File: src/rtl/core/mrs_pkg.sv
`timescale 1ns / 1ps
`default_nettype none
// ----------------------------------------------------------------------------
// mrs_pkg
// shared types and codes of the multipath route selector
// ----------------------------------------------------------------------------
package mrs_pkg;

    localparam int unsigned TICK_W = 48;
    localparam logic [TICK_W-1:0] TICK_MAX = {TICK_W{1'b1}};

    typedef enum logic [2:0] {
        FN_TICK   = 3'd0,
        FN_ADD    = 3'd1,
        FN_REMOVE = 3'd2,
        FN_BEST   = 3'd3,
        FN_HAS    = 3'd4,
        FN_LIST   = 3'd5,
        FN_PURGE  = 3'd6,
        FN_NONE   = 3'd7
    } t_func;

    localparam logic [1:0] ST_OK        = 2'd0;
    localparam logic [1:0] ST_NOT_FOUND = 2'd1;
    localparam logic [1:0] ST_DEST_FULL = 2'd2;
    localparam logic [1:0] ST_PATH_FULL = 2'd3;

    typedef struct packed {
        t_func       func;
        logic [31:0] destination;
        logic [31:0] next_hop;
        logic [7:0]  hop_count;
        logic [31:0] lifetime;
    } t_req;

    typedef struct packed {
        logic [1:0]        status;
        logic [31:0]       next_hop;
        logic [7:0]        hop_count;
        logic [TICK_W-1:0] expiry;
        logic [2:0]        live_paths;
        logic              last;
    } t_res;

endpackage : mrs_pkg
`default_nettype wire

File: src/rtl/core/mrs_req_fifo.sv
`timescale 1ns / 1ps
`default_nettype none
// ----------------------------------------------------------------------------
// mrs_req_fifo
// front part: two-entry request queue between the ports and the engine
// ----------------------------------------------------------------------------
module mrs_req_fifo (
    input  wire           i_clk,
    input  wire           i_rst_n,
    input  wire           i_valid,
    output logic          o_ready,
    input  mrs_pkg::t_req i_req,
    output logic          o_valid,
    input  wire           i_ready,
    output mrs_pkg::t_req o_req
);
    mrs_pkg::t_req r_mem [2];
    logic          r_wp, r_rp;
    logic [1:0]    r_cnt;
    logic          w_push, w_pop;

    assign o_ready = (r_cnt != 2'd2);
    assign o_valid = (r_cnt != 2'd0);
    assign o_req   = r_mem[r_rp];
    assign w_push  = i_valid && o_ready;
    assign w_pop   = o_valid && i_ready;

    always_ff @(posedge i_clk) begin
        if (w_push) begin
            r_mem[r_wp] <= i_req;
        end
        if (!i_rst_n) begin
            r_wp  <= 1'b0;
            r_rp  <= 1'b0;
            r_cnt <= 2'd0;
        end else begin
            if (w_push) r_wp <= ~r_wp;
            if (w_pop)  r_rp <= ~r_rp;
            r_cnt <= r_cnt + {1'b0, w_push} - {1'b0, w_pop};
        end
    end
endmodule : mrs_req_fifo
`default_nettype wire

File: config.mk
export PLATFORM = sky130hd
export DESIGN_NAME = mrs_req_fifo
export DESIGN_NICKNAME = d
export VERILOG_FILES = /design/src/rtl/core/mrs_pkg.sv /design/src/rtl/core/mrs_req_fifo.sv
export SDC_FILE = /design/constraint.sdc
export NUM_CORES = 1
export LEC_CHECK = 0
export BUFFER_PORTS_ARGS = -buffer_cell sky130_fd_sc_hd__buf_2
export CORE_MARGIN = 3
export CORE_UTILIZATION = 50
export DETAILED_ROUTE_END_ITERATION = 16
export HOLD_SLACK_MARGIN = 0.05
export PLACE_DENSITY = 0.86
export SLEW_MARGIN = 20
export SYNTH_ARGS = -nofsm -noshare
export SYNTH_HDL_FRONTEND = slang
export SYNTH_SLANG_ARGS = --single-unit
File: constraint.sdc
create_clock -name i_clk -period 8.4 [get_ports i_clk]
set_clock_uncertainty 0.1 [all_clocks]
set_input_delay 1.68 -clock i_clk [delete_from_list [all_inputs] [get_ports i_clk]]
set_output_delay 1.68 -clock i_clk [all_outputs]
set_load 0.01 [all_outputs]
# After elaboration in Yosys (flattened, before gate mapping)
# Memory sizes are Yosys's and may differ from the RTL's. A register that Yosys moved wholly into a read port is not among the register bits.
# Cells that the tools add are included.
# word_totals
latch_bits	0
mem_count	1
output_inout_bits	109
mem_bits_rw	214
mem_bits_ro	0
ff_bits	4
# classes
n_shift	0
order_cmp	0
n_bitwise	2
n_div	0
reduce_logical	3
addsub	2
n_mul	0
eq_ne	1
mux	4
# memory_table
memory	words	width	read_ports	rd_ports_with_merged_regs	write_ports	line	source
r_mem	2	107	1	1	1	mrs_req_fifo.sv:17	mrs_pkg::t_req r_mem [2];
# ops
cell	count
1-bit two-way mux	4
2-bit by 1-bit adder with 2-bit output	1
1-bit logical AND	2
2-bit != test (second input constant)	1
1-bit NOT	2
2-bit nonzero test	1
2-bit by 1-bit subtractor with 2-bit output	1

# Longest topological paths before layout
# logic_depth
word_depth	4
depth_mapped	8
ltp_nobuf	8

# Worst setup path before layout
# OpenSTA, ideal clock, no wires.
# synth_path
path_type	input port to flip-flop
from	in i_valid
to	mem r_mem[0][0] (netlist bit) (enable)
path_slack_ns	1.499
required_ns	7.726
setup_time_ns	0.574
stages	2
arrival_time_ns	6.227
path_cell_list	nand2_1 > nor2_1
# synth_between
elab_chain_len	3
# synth_rtl
item	line	source
from (decl)	mrs_req_fifo.sv:10	input wire i_valid,
1-bit logical AND	mrs_req_fifo.sv:25	assign w_push = i_valid && o_ready;
1-bit two-way mux	mrs_req_fifo.sv:29	if (w_push) begin
1-bit two-way mux (not written as such)	mrs_req_fifo.sv:30	r_mem[r_wp] <= i_req;
to (decl)	mrs_req_fifo.sv:17	
# No other way between the ends.

==> flow_summary.yaml <==
pwr:
  vdd_drop_max_uv: 241
  p_per_area_nw_per_um2: 300
  p_leak_nw: 3.81
worst_setup_path:
  critPathKind: "flop to primary output"
  ff2ff_path_depth: 3
  worstPathRequired_ns: 6.62
  startpoint_type: "flop"
  r2r-end: "r_mem[1][0]"
  r2r_start: "r_cnt[0]"
  endpoint: "o_req[30]"
  crit_fanout: 60
  end_kind: "primary output"
  cp.arrival_ns: 2.70
  reg2reg_slack_ns: 5.95
synth:
  netlist_area_sq_um: 8070
  syn_nets: 470
  ys_seq_area_share_pct: 80.9
  yosysUniqueCellTypes: 18
  ys_warn_count: 0
  syn_inst: 357
  synth-seq-cells: 219
  avgSynthCellArea_sq_um: 22.6
clocking:
  clk-insertion-delay-late_ns: 0.48
  tritoncts: "yes"
  postCtsSetupBuffers: 0
  cts_resized: 0
  cts_buffers: 22
  htreeDepth: 1
  clk_transition_reported_paths_ns: 0.06
  clockBufferDepth: 3
  cts.sinks: 219
  cts_root_buf: "clkbuf_16"
  hold_buffers: 0
placement:
  place_ws_ns: 4.40
  gp_congestion: 0.754
  placed_cells_incl_taps: 779
  dp_hpwl_um: 9770
  portBuffers: 219
floorplan:
  start_util_pct: 52.1
  rows: 45
  top_level_ports: 220
  die_w_um: 133
  core_area_sq_um: 15500
  die_h_um: 133
  dieArea_sq_um: 17700
final_layout:
  nets: 705
  n_antenna_cell: 0
  fin_cells: 818
  n_fill_cell: 1073
  drive_gt1_share_pct: 59.5
  layout_common_cells: "219 x buf_2, 214 x edfxtp_1, 77 x mux2_2"
  area_growth_pct: 24.7
  final_common_cell: "buf_2"
route:
  finalWirelength_um: 14700
  drtAntennaViolNets: 0
  vias: 4054
  drt_first_pass_iters: 4
  avgViaCountPerCell: 4.96
  drt-initial-drc-count: 194
  drt-wirelength-per-cell_um: 18.0
  drc: 0
global_routing:
  grt_pass1_vias: 4475
  grt_max_degree: 62
  track_usage_pct: 16.2
  antenna_found_initial: 0
  overflow: 0
  grt_pass1_wl_um: 23000
timing:
  tns_ns: 0
  setup_violations: 0
  fin_crit_ns: 4.48
  tightestPinTransition_ns: 0.871
  max_freq_mhz: 223
  hold_ws_ns: 0.434
  grt_setup_unrepaired: "false"
  maxSlewHeadroom_pct: 41.9
  slew_violations: 0
  final_hold_viol_count: 0
  period_share_pct: 53.3
  setup_ws_ns: 3.92
hold_path:
  hold_class: "flop to flop"
run_status:
  status: "finished clean"
run:
  maxCapViolCount: 0
==> routing by layer <==
metal | vias up | part of all wire (%) | global-route usage [%]
met2 | 167 | 51 | 28.8
met4 | 0 | 2.0 | 4.68
li1 | 1890 | - | -
met3 | 27 | 8.2 | 5.06
met5 | - | 0 | 0
met1 | 1970 | 38 | 18.8
==> Yosys cell counts <==
master	number	area, sq um
nor2_1	1	3.75
inv_1	1	3.75
xnor2_1	3	26.3
buf_6	5	56.3
mux2i_1	1	10.0
and2_1	2	12.5
o21a_1	1	7.51
nor2b_1	2	12.5
mux2_2	77	867
ha_1	2	25.0
and3_1	1	6.26
dfxtp_1	5	100
buf_2	7	35.0
edfxtp_1	214	6430
or2_2	1	6.26
nand2_1	2	7.51
nand2b_1	2	12.5
mux2_4	30	450
==> state kept, by name, summed over array words and instances, names as in the netlist, named ones only <==
register  cells
r_cnt         2
r_rp          1
r_mem       214
r_wp          1
==> worst min-delay path by stage <==
stage / startpoint / to / slack (ns) / depth (start not counted)
after global routing: r_rp / flop / 0.48 / 2
after floorplan: r_wp / r_wp / 0.35 / 2
after CTS: r_wp / r_wp / 0.44 / 2
final: r_wp / r_wp / 0.43 / 2
after global placement: r_wp / r_wp / 0.41 / 2
after detailed placement: r_wp / r_wp / 0.43 / 2
==> stage by stage <==
| stage | power (mW) | utilization [%] | instance area, sq um |
|---|---|---|---|
| finish | 3.02 | 65.0 | 10100 |
| global route | 3.16 | 65.0 | 10100 |
| CTS | 3.06 | 65.0 | 10100 |
| detailed placement | 2.15 | 60.6 | 9380 |
| global placement | 2.12 | 60.6 | 9380 |
| floorplan | 1.91 | - | 8070 |
==> cell type report <==
type,instances,area (sq um),share of cell area [%]
sequential,219,6530,64.9
clock inverter,7,57.6,0.572
tap,211,264,2.62
timing repair buffer,223,1130,11.2
inverter,1,3.75,0.0373
multi-input combinational,125,1460,14.5
clock buffer,32,619,6.16
==> cells by family (layout without fill, tap and decap cells) <==
| family | count (synthesis) | in the layout | share of synthesized area, % |
|---|---|---|---|
| flops | 219 | 219 | 80.9 |
| mux | 108 | 108 | 16.5 |
| compound gates | 1 | 1 | 0.0931 |
| xor+xnor | 3 | 3 | 0.326 |
| simple gates | 11 | 11 | 0.760 |
| fa+ha+maj | 2 | 2 | 0.310 |
| buf+inv | 13 | 263 | 1.18 |
==> power by group <==
part           leakage [nW]  switching, mW  internal (mW)  total, mW
Clock                 0.325          0.366          0.540      0.906
Sequential             2.04         0.0678           1.37       1.44
Combinational          1.44          0.337          0.334      0.671
Total                  3.81          0.771           2.25       3.02
==> critical path, cell delays in order (launching register included) <==
cell	delay, ns
dfxtp_4	0.80
buf_4	0.74
mux2_2	0.43
buf_2	0.14
Note: power is estimated with default switching activity, not from simulation.
